`src/tsl_pkg.sv`:
```
// Shared types, codes and constants for the tempo-synced LFO.
// Holds the quarter-sine table, built at elaboration from a fixed Q30 polynomial.
// No dependencies.
package tsl_pkg;

  localparam int PHASE_W = 32;
  localparam int LEVEL_W = 16;
  localparam int ROM_DEPTH = 256;
  localparam int ROM_AW = 8;
  localparam int MAX_RATIO = 32;
  localparam int RATIO_W = 6;
  localparam int NUM_W = 54;
  localparam int DEN_W = 27;
  localparam int DIV_CNT_W = 6;
  localparam int WAVE_W = 18;

  localparam logic [PHASE_W-1:0] STEP_RESET = 32'd1367131;
  localparam logic [5:0] SECONDS_PER_MIN = 6'd60;

  localparam logic [2:0] REG_ENABLED = 3'd0;
  localparam logic [2:0] REG_WAVE    = 3'd1;
  localparam logic [2:0] REG_MUL     = 3'd2;
  localparam logic [2:0] REG_DIV     = 3'd3;
  localparam logic [2:0] REG_OFFSET  = 3'd4;
  localparam logic [2:0] REG_MIN     = 3'd5;
  localparam logic [2:0] REG_MAX     = 3'd6;
  localparam logic [2:0] REG_TICK    = 3'd7;

  localparam logic [2:0] WAVE_SINE = 3'd0;
  localparam logic [2:0] WAVE_TRI  = 3'd1;
  localparam logic [2:0] WAVE_SQR  = 3'd2;
  localparam logic [2:0] WAVE_SAW  = 3'd3;
  localparam logic [2:0] WAVE_ISAW = 3'd4;
  localparam logic [2:0] NUM_WAVES = 3'd5;

  typedef struct packed {
    logic                enabled;
    logic [2:0]          wave_type;
    logic [RATIO_W-1:0]  mul;
    logic [RATIO_W-1:0]  dv;
    logic [15:0]         phase_offset;
    logic [LEVEL_W-1:0]  min_level;
    logic [LEVEL_W-1:0]  max_level;
    logic [15:0]         tick_rate;
  } cfg_t;

  typedef struct packed {
    logic capture;
    logic prep;
    logic div_load;
    logic apply;
    logic wave;
    logic scale;
    logic emit;
  } cmd_t;

  typedef struct packed {
    logic div_last;
    logic out_free;
  } status_t;

  typedef logic [LEVEL_W-1:0] sine_rom_t [ROM_DEPTH];

  localparam longint SINE_COEF [5] = '{
    64'sd1686629713, -64'sd693598669, 64'sd85569306, -64'sd5026995, 64'sd172271
  };

  function automatic longint mul_q30(longint a, longint b);
    longint ua;
    longint ub;
    longint p;
    logic   neg;
    neg = (a < 0) != (b < 0);
    ua = (a < 0) ? -a : a;
    ub = (b < 0) ? -b : b;
    p = (ua * ub) >>> 30;
    return neg ? -p : p;
  endfunction

  function automatic sine_rom_t build_sine_rom();
    sine_rom_t rom;
    longint x;
    longint x2;
    longint t;
    longint v;
    for (int i = 0; i < ROM_DEPTH; i++) begin
      x = (longint'(2 * i + 1) <<< 29) >>> ROM_AW;
      x2 = mul_q30(x, x);
      t = SINE_COEF[4];
      for (int k = 3; k >= 0; k--) begin
        t = SINE_COEF[k] + mul_q30(t, x2);
      end
      t = mul_q30(t, x);
      if (t < 0) t = 0;
      v = (t * 65536 + (64'sd1 <<< 29)) >>> 30;
      rom[i] = (v > 65535) ? 16'hFFFF : v[15:0];
    end
    return rom;
  endfunction

  localparam sine_rom_t SINE_ROM = build_sine_rom();

endpackage

```
`src/tsl_regs.sv`:
```
// Configuration register file of the tempo-synced LFO.
// Ratios and tick rate are limited at write time. Depends on tsl_pkg.
module tsl_regs (
  input  logic             clk,
  input  logic             rst,
  input  logic             wr_en,
  input  logic [2:0]       wr_index,
  input  logic [15:0]      wr_data,
  output tsl_pkg::cfg_t    cfg
);

  localparam int RATIO_W_L = tsl_pkg::RATIO_W;

  tsl_pkg::cfg_t cfg_next;
  logic [RATIO_W_L-1:0] ratio_val;

  // Zero reads as one, anything past the limit as the limit.
  always_comb begin
    if (wr_data == 16'd0) begin
      ratio_val = RATIO_W_L'(1);
    end else if (wr_data > 16'(tsl_pkg::MAX_RATIO)) begin
      ratio_val = RATIO_W_L'(tsl_pkg::MAX_RATIO);
    end else begin
      ratio_val = wr_data[RATIO_W_L-1:0];
    end
  end

  always_comb begin
    cfg_next = cfg;
    if (wr_en) begin
      case (wr_index)
        tsl_pkg::REG_ENABLED: cfg_next.enabled = wr_data[0];
        tsl_pkg::REG_WAVE: begin
          if (wr_data[2:0] < tsl_pkg::NUM_WAVES) cfg_next.wave_type = wr_data[2:0];
        end
        tsl_pkg::REG_MUL:    cfg_next.mul = ratio_val;
        tsl_pkg::REG_DIV:    cfg_next.dv = ratio_val;
        tsl_pkg::REG_OFFSET: cfg_next.phase_offset = wr_data;
        tsl_pkg::REG_MIN:    cfg_next.min_level = wr_data;
        tsl_pkg::REG_MAX:    cfg_next.max_level = wr_data;
        tsl_pkg::REG_TICK:   cfg_next.tick_rate = (wr_data == 16'd0) ? 16'd1 : wr_data;
        default: cfg_next = cfg;
      endcase
    end
  end

  always_ff @(posedge clk) begin
    if (rst) begin
      cfg.enabled      <= 1'b1;
      cfg.wave_type    <= tsl_pkg::WAVE_SINE;
      cfg.mul          <= RATIO_W_L'(1);
      cfg.dv           <= RATIO_W_L'(2);
      cfg.phase_offset <= 16'd0;
      cfg.min_level    <= 16'd0;
      cfg.max_level    <= 16'hFFFF;
      cfg.tick_rate    <= 16'd750;
    end else begin
      cfg <= cfg_next;
    end
  end

endmodule

```
`src/tsl_divider.sv`:
```
// Restoring shift-and-subtract divider, one quotient bit per cycle.
// Keeps the low PHASE_W quotient bits. Depends on tsl_pkg.
module tsl_divider (
  input  logic                            clk,
  input  logic                            rst,
  input  logic                            load,
  input  logic [tsl_pkg::NUM_W-1:0]       num,
  input  logic [tsl_pkg::DEN_W-1:0]       den,
  output logic                            last,
  output logic [tsl_pkg::PHASE_W-1:0]     quo
);

  logic                           busy;
  logic [tsl_pkg::DIV_CNT_W-1:0]  cnt;
  logic [tsl_pkg::DEN_W-1:0]      rem;
  logic [tsl_pkg::NUM_W-1:0]      numr;
  logic [tsl_pkg::DEN_W:0]        trial;
  logic                           fits;

  assign trial = {rem, numr[tsl_pkg::NUM_W-1]};
  assign fits  = trial >= {1'b0, den};
  assign last  = busy && (cnt == '0);

  always_ff @(posedge clk) begin
    if (rst) begin
      busy <= 1'b0;
      cnt  <= '0;
    end else if (load) begin
      busy <= 1'b1;
      cnt  <= tsl_pkg::DIV_CNT_W'(tsl_pkg::NUM_W - 1);
    end else if (busy) begin
      if (cnt == '0) busy <= 1'b0;
      else cnt <= cnt - 1'b1;
    end
  end

  always_ff @(posedge clk) begin
    if (load) begin
      rem  <= '0;
      numr <= num;
      quo  <= '0;
    end else if (busy) begin
      rem  <= fits ? tsl_pkg::DEN_W'(trial - {1'b0, den}) : trial[tsl_pkg::DEN_W-1:0];
      numr <= {numr[tsl_pkg::NUM_W-2:0], 1'b0};
      quo  <= {quo[tsl_pkg::PHASE_W-2:0], fits};
    end
  end

endmodule

```
`src/tsl_datapath.sv`:
```
// Datapath of the tempo-synced LFO: operand setup, divider, phase, wave and scaling.
// Driven by tsl_ctrl commands. Depends on tsl_pkg and tsl_divider.
module tsl_datapath (
  input  logic                           clk,
  input  logic                           rst,
  input  tsl_pkg::cmd_t                  cmd,
  output tsl_pkg::status_t               status,
  input  tsl_pkg::cfg_t                  cfg,
  input  logic                           playing,
  input  logic [31:0]                    beat_position,
  input  logic [17:0]                    tempo_bpm,
  output logic                           out_valid,
  input  logic                           out_stall,
  output logic [tsl_pkg::LEVEL_W-1:0]    level
);

  localparam int PW = tsl_pkg::PHASE_W;
  localparam int LW = tsl_pkg::LEVEL_W;
  localparam int WW = tsl_pkg::WAVE_W;

  logic                          play_r;
  logic [31:0]                   beat_r;
  logic [17:0]                   bpm_r;
  logic [tsl_pkg::NUM_W-1:0]     num_r;
  logic [tsl_pkg::DEN_W-1:0]     den_r;
  logic [PW-1:0]                 quo;
  logic                          div_last;
  logic [PW-1:0]                 phase_acc;
  logic [PW-1:0]                 phase_step;
  logic [WW-1:0]                 t_r;
  logic [WW+LW-1:0]              prod_r;
  logic                          up_r;

  logic [37:0]                   beat_mul;
  logic [23:0]                   bpm_mul;
  logic [11:0]                   den60;
  logic [27:0]                   den_full;
  logic [15:0]                   f;
  logic [1:0]                    quad;
  logic [tsl_pkg::ROM_AW-1:0]    idx;
  logic signed [WW:0]            w;
  logic signed [WW:0]            s;
  logic [LW-1:0]                 diff;
  logic [LW:0]                   q;
  logic [LW:0]                   x;
  logic [LW-1:0]                 level_next;

  tsl_divider u_div (
    .clk  (clk),
    .rst  (rst),
    .load (cmd.div_load),
    .num  (num_r),
    .den  (den_r),
    .last (div_last),
    .quo  (quo)
  );

  assign beat_mul = beat_r * cfg.mul;
  assign bpm_mul  = bpm_r * cfg.mul;
  assign den60    = tsl_pkg::SECONDS_PER_MIN * cfg.dv;
  assign den_full = den60 * cfg.tick_rate;

  assign f    = phase_acc[PW-1 -: 16];
  assign quad = phase_acc[PW-1 -: 2];

  always_comb begin
    idx = phase_acc[PW-3 -: tsl_pkg::ROM_AW];
    if (quad[0]) idx = ~idx;
    s = (WW+1)'(tsl_pkg::SINE_ROM[idx]);
    case (cfg.wave_type)
      tsl_pkg::WAVE_TRI: begin
        if (f < 16'd16384) w = (WW+1)'({f, 2'b00});
        else if (f < 16'd49152) w = (WW+1)'(65536) - (WW+1)'({f - 16'd16384, 2'b00});
        else w = -(WW+1)'(65536) + (WW+1)'({f - 16'd49152, 2'b00});
      end
      tsl_pkg::WAVE_SQR: begin
        w = (quad == 2'd0 || quad == 2'd3) ? (WW+1)'(65536) : -(WW+1)'(65536);
      end
      tsl_pkg::WAVE_SAW: begin
        if (!f[15]) w = (WW+1)'({f, 1'b0});
        else w = -(WW+1)'(65536) + (WW+1)'({f[14:0], 1'b0});
      end
      tsl_pkg::WAVE_ISAW: begin
        if (!f[15]) w = -(WW+1)'({f, 1'b0});
        else w = (WW+1)'(65536) - (WW+1)'({f[14:0], 1'b0});
      end
      default: w = quad[1] ? -s : s;
    endcase
  end

  assign diff = (cfg.max_level >= cfg.min_level) ? cfg.max_level - cfg.min_level
                                                 : cfg.min_level - cfg.max_level;

  // Scale onto the span, then clamp as written even when min is above max.
  always_comb begin
    q = prod_r[WW+LW-1 -: LW+1];
    x = up_r ? {1'b0, cfg.min_level} + q : {1'b0, cfg.min_level} - q;
    if (x < {1'b0, cfg.min_level}) level_next = cfg.min_level;
    else if (x > {1'b0, cfg.max_level}) level_next = cfg.max_level;
    else level_next = x[LW-1:0];
  end

  always_ff @(posedge clk) begin
    if (cmd.capture) begin
      play_r <= playing;
      beat_r <= beat_position;
      bpm_r  <= tempo_bpm;
    end
    if (cmd.prep) begin
      if (play_r) begin
        num_r <= tsl_pkg::NUM_W'({beat_mul, 16'd0});
        den_r <= tsl_pkg::DEN_W'(cfg.dv);
      end else begin
        num_r <= tsl_pkg::NUM_W'({bpm_mul, 24'd0});
        den_r <= den_full[tsl_pkg::DEN_W-1:0];
      end
    end
    if (cmd.wave) t_r <= WW'(w + (WW+1)'(65536));
    if (cmd.scale) begin
      prod_r <= t_r * diff;
      up_r   <= cfg.max_level >= cfg.min_level;
    end
    if (cmd.emit) level <= level_next;
  end

  always_ff @(posedge clk) begin
    if (rst) begin
      phase_acc  <= '0;
      phase_step <= tsl_pkg::STEP_RESET;
      out_valid  <= 1'b0;
    end else begin
      if (cmd.apply) begin
        if (play_r) phase_acc <= quo + {cfg.phase_offset, 16'd0};
        else phase_step <= quo;
      end else if (cmd.emit) begin
        phase_acc <= phase_acc + phase_step;
      end
      if (cmd.emit) out_valid <= 1'b1;
      else if (!out_stall) out_valid <= 1'b0;
    end
  end

  assign status.div_last = div_last;
  assign status.out_free = !out_valid || !out_stall;

  a_emit_free: assert property (@(posedge clk) disable iff (rst)
    cmd.emit |=> out_valid && level == $past(level_next))
    else $error("result not registered on emit");
  a_hold: assert property (@(posedge clk) disable iff (rst)
    out_valid && out_stall && !cmd.emit |=> out_valid && $stable(level))
    else $error("pending result lost");
  a_apply_phase: assert property (@(posedge clk) disable iff (rst)
    cmd.apply && !play_r |=> phase_step == $past(quo))
    else $error("step not taken from divider");

endmodule

```
`src/tsl_ctrl.sv`:
```
// Sequencer of the tempo-synced LFO: accepts a tick, runs setup, divide, apply, wave,
// scale and emit steps. Depends on tsl_pkg.
module tsl_ctrl (
  input  logic               clk,
  input  logic               rst,
  input  logic               in_valid,
  output logic               in_stall,
  input  logic               enabled,
  input  tsl_pkg::status_t   status,
  output tsl_pkg::cmd_t      cmd
);

  localparam logic [2:0] S_IDLE  = 3'd0;
  localparam logic [2:0] S_PREP  = 3'd1;
  localparam logic [2:0] S_LOAD  = 3'd2;
  localparam logic [2:0] S_DIV   = 3'd3;
  localparam logic [2:0] S_APPLY = 3'd4;
  localparam logic [2:0] S_WAVE  = 3'd5;
  localparam logic [2:0] S_SCALE = 3'd6;
  localparam logic [2:0] S_EMIT  = 3'd7;

  logic [2:0] state;
  logic [2:0] state_next;
  logic       accept;

  assign in_stall = state != S_IDLE;
  assign accept   = in_valid && !in_stall;

  always_comb begin
    state_next = state;
    cmd = '0;
    case (state)
      S_IDLE: begin
        // drop the beat while disabled
        if (accept && enabled) begin
          cmd.capture = 1'b1;
          state_next = S_PREP;
        end
      end
      S_PREP: begin
        cmd.prep = 1'b1;
        state_next = S_LOAD;
      end
      S_LOAD: begin
        cmd.div_load = 1'b1;
        state_next = S_DIV;
      end
      S_DIV: begin
        if (status.div_last) state_next = S_APPLY;
      end
      S_APPLY: begin
        cmd.apply = 1'b1;
        state_next = S_WAVE;
      end
      S_WAVE: begin
        cmd.wave = 1'b1;
        state_next = S_SCALE;
      end
      S_SCALE: begin
        cmd.scale = 1'b1;
        state_next = S_EMIT;
      end
      S_EMIT: begin
        if (status.out_free) begin
          cmd.emit = 1'b1;
          state_next = S_IDLE;
        end
      end
      default: state_next = S_IDLE;
    endcase
  end

  always_ff @(posedge clk) begin
    if (rst) state <= S_IDLE;
    else state <= state_next;
  end

  a_emit_free: assert property (@(posedge clk) disable iff (rst)
    cmd.emit |-> status.out_free)
    else $error("emit while output occupied");
  a_div_done: assert property (@(posedge clk) disable iff (rst)
    state == S_DIV && status.div_last |=> state == S_APPLY)
    else $error("divide end missed");
  a_disabled: assert property (@(posedge clk) disable iff (rst)
    accept && !enabled |=> state == S_IDLE)
    else $error("disabled beat started work");

endmodule

```
`src/tempo_synced_lfo_top.sv`:
```
// Tempo-synced LFO: one tick beat in, at most one level beat out. An enabled tick
// passes through setup, the serial divider, which produces one quotient bit per cycle
// over a 54-bit dividend, then phase, wave, scale and emit; the next tick can be taken
// in the cycle after the emit. A disabled tick is taken and gives nothing.
// A new tick is taken while a result waits.
// Depends on tsl_pkg, tsl_regs, tsl_ctrl and tsl_datapath.
module tempo_synced_lfo_top (
  input  logic         clk,
  input  logic         rst,
  input  logic         in_valid,
  output logic         in_stall,
  input  logic         playing,
  input  logic [31:0]  beat_position,
  input  logic [17:0]  tempo_bpm,
  output logic         out_valid,
  input  logic         out_stall,
  output logic [15:0]  level,
  input  logic         cfg_valid,
  output logic         cfg_ready,
  input  logic [2:0]   cfg_index,
  input  logic [15:0]  cfg_data
);

  tsl_pkg::cfg_t    cfg;
  tsl_pkg::cmd_t    cmd;
  tsl_pkg::status_t status;

  assign cfg_ready = 1'b1;

  tsl_regs u_regs (
    .clk      (clk),
    .rst      (rst),
    .wr_en    (cfg_valid && cfg_ready),
    .wr_index (cfg_index),
    .wr_data  (cfg_data),
    .cfg      (cfg)
  );

  tsl_ctrl u_ctrl (
    .clk      (clk),
    .rst      (rst),
    .in_valid (in_valid),
    .in_stall (in_stall),
    .enabled  (cfg.enabled),
    .status   (status),
    .cmd      (cmd)
  );

  tsl_datapath u_dp (
    .clk           (clk),
    .rst           (rst),
    .cmd           (cmd),
    .status        (status),
    .cfg           (cfg),
    .playing       (playing),
    .beat_position (beat_position),
    .tempo_bpm     (tempo_bpm),
    .out_valid     (out_valid),
    .out_stall     (out_stall),
    .level         (level)
  );

endmodule
```
`config.mk`:
```
export PLATFORM = sky130hd
export DESIGN_NAME = tempo_synced_lfo_top
export DESIGN_NICKNAME = d
export VERILOG_FILES = /design/src/tsl_pkg.sv /design/src/tsl_regs.sv /design/src/tsl_divider.sv /design/src/tsl_datapath.sv /design/src/tsl_ctrl.sv /design/src/tempo_synced_lfo_top.sv
export SDC_FILE = /design/constraint.sdc
export NUM_CORES = 2
export LEC_CHECK = 0
export ABC_CLOCK_PERIOD_IN_PS = 17700
export BUFFER_PORTS_ARGS = -buffer_cell sky130_fd_sc_hd__buf_2
export CORE_ASPECT_RATIO = 0.75
export CORE_MARGIN = 10
export CORE_UTILIZATION = 36
export DETAILED_ROUTE_END_ITERATION = 8
export HOLD_SLACK_MARGIN = 0.05
export PLACE_DENSITY = 0.49
export SLEW_MARGIN = 15
export SYNTH_ARGS = -nofsm -noshare
export SYNTH_HDL_FRONTEND = slang
export SYNTH_SLANG_ARGS = --single-unit
```
`constraint.sdc`:
```
create_clock -name clk -period 17.7 [get_ports clk]
set_clock_uncertainty 0.2 [all_clocks]
set_input_delay 1.77 -clock clk [delete_from_list [all_inputs] [get_ports clk]]
set_output_delay 1.77 -clock clk [all_outputs]
set_load 0.03 [all_outputs]
```
==> metrics.csv <==
stage,metric,value,unit
floorplanning,die span in y,357,um
yosys,average instance area after synthesis,8.29,um2
drt,number of design-rule violations left by the first detailed-router iteration,4831,
drt,Avg WL per Cell,22.2,um
worst_setup_path,CP startpoint,u_regs.cfg[16],
yosys,"Seq/Total Area, Yosys",19.2,%
worst_setup_path,capturing instance or port of the critical path,u_dp.prod_r[27],
drt,Via-to-Cell Ratio,5.64,
clock_network,number of levels the H-tree was split into,2,
floorplanning,area of the die,167000,um2
global_routing,Total Routing Usage GR,21.9,%
yosys,post-synthesis share of cell area spent on xor and xnor gates,3.85,%
final_layout,share of post-route cells with drive strength above 1,6.12,%
power_and_ir_drop,Switching Fraction,47.3,%
placed_design,number of port buffers,92,
worst_setup_path,data arrival time of the worst path,10.29,ns
worst_setup_path,startpoint types,register,
placed_design,final estimated routing congestion in global placement,1.01,
floorplanning,width of the die,469,um
drt,DRC viols,0,
final_layout,number of filler instances in the final layout,15400,
final_layout,highest-count cells in the layout ignoring fill and taps,"1014 x sky130_fd_sc_hd__nand2_1, 749 x sky130_fd_sc_hd__inv_1, 535 x sky130_fd_sc_hd__fa_1, 441 x sky130_fd_sc_hd__ha_1, 399 x sky130_fd_sc_hd__nor2_1",
worst_setup_path,end of the worst register-to-register path,u_dp.prod_r[27],
clock_network,CTS buffer count,50,
drt,first drt pass iteration count,6,
power_and_ir_drop,Cell Int Power,4.94,mW
clock_network,clock latency of the later-clocked register in the worst-skew pair,0.66,ns
yosys,Post-synth EDFFs,206,
timing,final critical delay including setup and external delays,10.09,ns
global_routing,Overflow after GRT,0,
global_routing,GRT Max-Usage Layer,met1,
power_and_ir_drop,VDD IR-drop max,0.500,mV
yosys,library cell occupying the most area in the post-synthesis netlist,sky130_fd_sc_hd__fa_1,
power_and_ir_drop,total power divided by cell area,160,nW/um2
yosys,"basic-gate share of the synthesized area counting and, or, nand and nor cells",18.7,%
worst_setup_path,required time of the critical path,17.90,ns
hold_path,type of the worst min-delay path,register to register,
yosys,largest cells by area after synthesis,"sky130_fd_sc_hd__fa_1 20%, sky130_fd_sc_hd__edfxtp_1 11%, sky130_fd_sc_hd__ha_1 10%",
timing,max-slew violation count,0,
clock_network,CTS tree,yes,
floorplanning,initial cell density of the core,36.3,%
floorplanning,top-level I/O count,94,
final_layout,area growth from synthesis to layout,7.46,%
yosys,multiplexer area fraction after synthesis,2.15,%
worst_setup_path,worst stage delay on the critical path,0.74,ns
global_routing,met1 capacity usage during global routing,33.1,%
global_routing,wire length of the first global-routing pass,293000,um
clock_network,clk buf depth,3,
global_routing,met3 Usage GRT,4.48,%
yosys,fraction of registers with async set or reset after synthesis,0,%
power_and_ir_drop,power share of the clock group,12.3,%
yosys,Synth Instances,6571,
final_layout,"most common cell after layout, fill and taps aside",sky130_fd_sc_hd__nand2_1,
yosys,main combinational cell family by area after synthesis,adder cells,
worst_setup_path,internal reg-to-reg setup slack,7.61,ns
clock_network,PostCTS Resize Cnt,0,
run,number of max-cap violations,0,
status,result of the run,completed,
global_routing,largest net degree at the start of global routing,139,
worst_setup_path,logic depth of the worst register-to-register path,36,
timing,Worst Max-Slew Pin Slew,1.29,ns
yosys,post-synth top area share,19.7,%
final_layout,final core utilization,39.0,%
placed_design,HPWL after detailed placement,137000,um
worst_setup_path,type of the worst setup path,register to register,
power_and_ir_drop,net switching power figure,4.44,mW
yosys,adder and majority cell fraction of the synthesized area,29.8,%
power_and_ir_drop,Comb power frac,70.1,%
clock_network,library cell used as clock root buffer,sky130_fd_sc_hd__clkbuf_16,
timing,final hold vios,0,
worst_setup_path,reg2reg start,u_regs.cfg[16],
yosys,"Top FF cell, synth",sky130_fd_sc_hd__dfxtp_1,
yosys,number of unique standard cell types used by synthesis,99,
worst_setup_path,WP buf/inv,8,
worst_setup_path,path length in cells of the critical path,36,
timing,Slew headroom,13.8,%
final_layout,count of nets after finishing,7478,
floorplanning,placeable core region,150000,um2
worst_setup_path,"Max FO, Critical Path",21,
power_and_ir_drop,sequential share of power,17.6,%
floorplanning,Std-Cell Rows,123,
timing,Final setup viols,0,
yosys,register bit count reported by yosys,420,
global_routing,initial antenna violation count,10,
timing,max frequency,99.1,MHz
clock_network,clock sinks,420,
worst_setup_path,type of element capturing the critical path,register,
worst_setup_path,cell mode on critical path,sky130_fd_sc_hd__inv_1,
worst_setup_path,category of cells accounting for the largest share of critical-path delay,adder cells,
yosys,post-synthesis net count,7622,
clock_network,post-CTS setup buffer count,0,
yosys,cell area after synthesis,54500,um2
drt,total via count in the routed design,47800,
global_routing,met2 global-route usage,31.3,%
power_and_ir_drop,overall power consumption,9.37,mW
clock_network,hold-fix buffer count after cts,0,
clock_network,clock-pin slew on the worst setup and hold paths,0.06,ns
timing,RSZ-0062 raised after global routing,false,
timing,sum of negative setup slack,0,ns
yosys,share of the synthesized area in compound gates (AO/OA/AOI/OAI),17.8,%
drt,antenna violation net count after detailed routing,0,
yosys,count of synthesis-stage warnings from yosys,0,
global_routing,via count of the first global-routing pass,46800,
drt,post-detailed-routing wire length,188000,um
worst_setup_path,cell at the slowest stage of the critical path,sky130_fd_sc_hd__ha_1,
power_and_ir_drop,static power due to leakage,26.1,nW
timing,final cycle utilization of the critical path,57.0,%
[final cells by class]
type | instances | area (um2) | share of cell area (%)
Timing Repair Buffer | 206 | 1330 | 2.27
Antenna cell | 4 | 10.0 | 0.0171
Inverter | 755 | 2830 | 4.84
Tap cell | 2000 | 2500 | 4.27
Clock buffer | 67 | 1450 | 2.48
Clock inverter | 27 | 367 | 0.626
Sequential cell | 420 | 10500 | 17.9
Multi-Input combinational cell | 4994 | 39600 | 67.6
[registers in the layout, summed over array words and instances (netlist names), 16 cells and up]
name	count
u_dp.beat_r	32
u_dp.bpm_r	18
u_dp.den_r	27
u_dp.level	16
u_dp.num_r	38
u_dp.phase_acc	32
u_dp.phase_step	32
u_dp.prod_r	17
u_dp.t_r	18
u_dp.u_div.numr	38
u_dp.u_div.quo	32
u_dp.u_div.rem	27
u_regs.cfg	80
[tightest hold or removal path: stages, from the launching register on]
cell,delay [ns]
sky130_fd_sc_hd__dfxtp_1,0.31
sky130_fd_sc_hd__nand2_1,0.05
sky130_fd_sc_hd__a21oi_1,0.05
[power groups by stage]
stage / clock [mW] / combinational (mW) / sequential, mW
2_1_floorplan: 0 / 4.97 / 1.60
3_3_place_gp: 0 / 6.56 / 1.66
3_5_place_dp: 0 / 6.60 / 1.67
4_1_cts: 1.20 / 6.64 / 1.65
5_1_grt: 1.23 / 7.48 / 1.67
6_report: 1.16 / 6.57 / 1.65
[per-layer routing]
| metal | routed length, um | up-vias |
|---|---|---|
| met5 | 26 | - |
| met4 | 5750 | 4 |
| met3 | 16700 | 394 |
| met2 | 74600 | 1998 |
| met1 | 90600 | 23400 |
| li1 | - | 22000 |
[cell usage after synthesis, drive strengths merged, types with 44 or more instances]
cell and count:
clkbuf 280, a22oi 44, dfxtp 214, o211ai 53, o221ai 58, nor3 90
nand3 94, edfxtp 206, and2 253, inv 753, buf 122, fa 535
xnor2 161, ha 441, nor2b 107, nand2b 71, nor2 403, a211oi 70
o21ai 254, a21oi 381, o22ai 62, nand2 1015, a221oi 60, a21o 98
xor2 75, a31oi 53, mux2i 91
[kinds of logic (layout without fill, tap and decap cells)]
logic type,count (synthesis),after routing
adder cells (fa/ha/maj),978,978
buffers and inverters,1157,1055
AO/OA/AOI/OAI,1456,1456
XOR/XNOR,236,236
flip-flops,420,420
AND/OR/NAND/NOR,2215,2215
multiplexers,108,108
other,1,5
[how the worst min path moves through the flow]
| stage | startpoint | endpoint | cells after the start |
|---|---|---|---|
| 4_1_cts | u_dp.phase_step[23] | u_dp.phase_step[23] | 2 |
| 2_1_floorplan | u_regs.cfg[10] | u_regs.cfg[10] | 2 |
| 6_report | u_dp.phase_step[16] | u_dp.phase_step[16] | 2 |
| 5_1_grt | u_dp.phase_step[8] | u_dp.phase_step[8] | 2 |
| 3_5_place_dp | u_dp.phase_step[23] | u_dp.phase_step[23] | 2 |
| 3_3_place_gp | u_dp.phase_step[23] | u_dp.phase_step[23] | 2 |
[through the flow]
stage | area, um2 | hold slack [ns] | std cells | setup slack, ns
after global placement | 56700 | 0.253 | 8375 | 7.76
after detailed placement | 56700 | 0.253 | 8375 | 7.71
after floorplan | 54500 | 0.235 | 6571 | 9.00
after global routing | 58500 | 0.285 | 8470 | 6.90
final | 58600 | 0.265 | 8473 | 7.61
after CTS | 58500 | 0.264 | 8469 | 7.67
No activity file was read; power rests on OpenSTA's default activity.
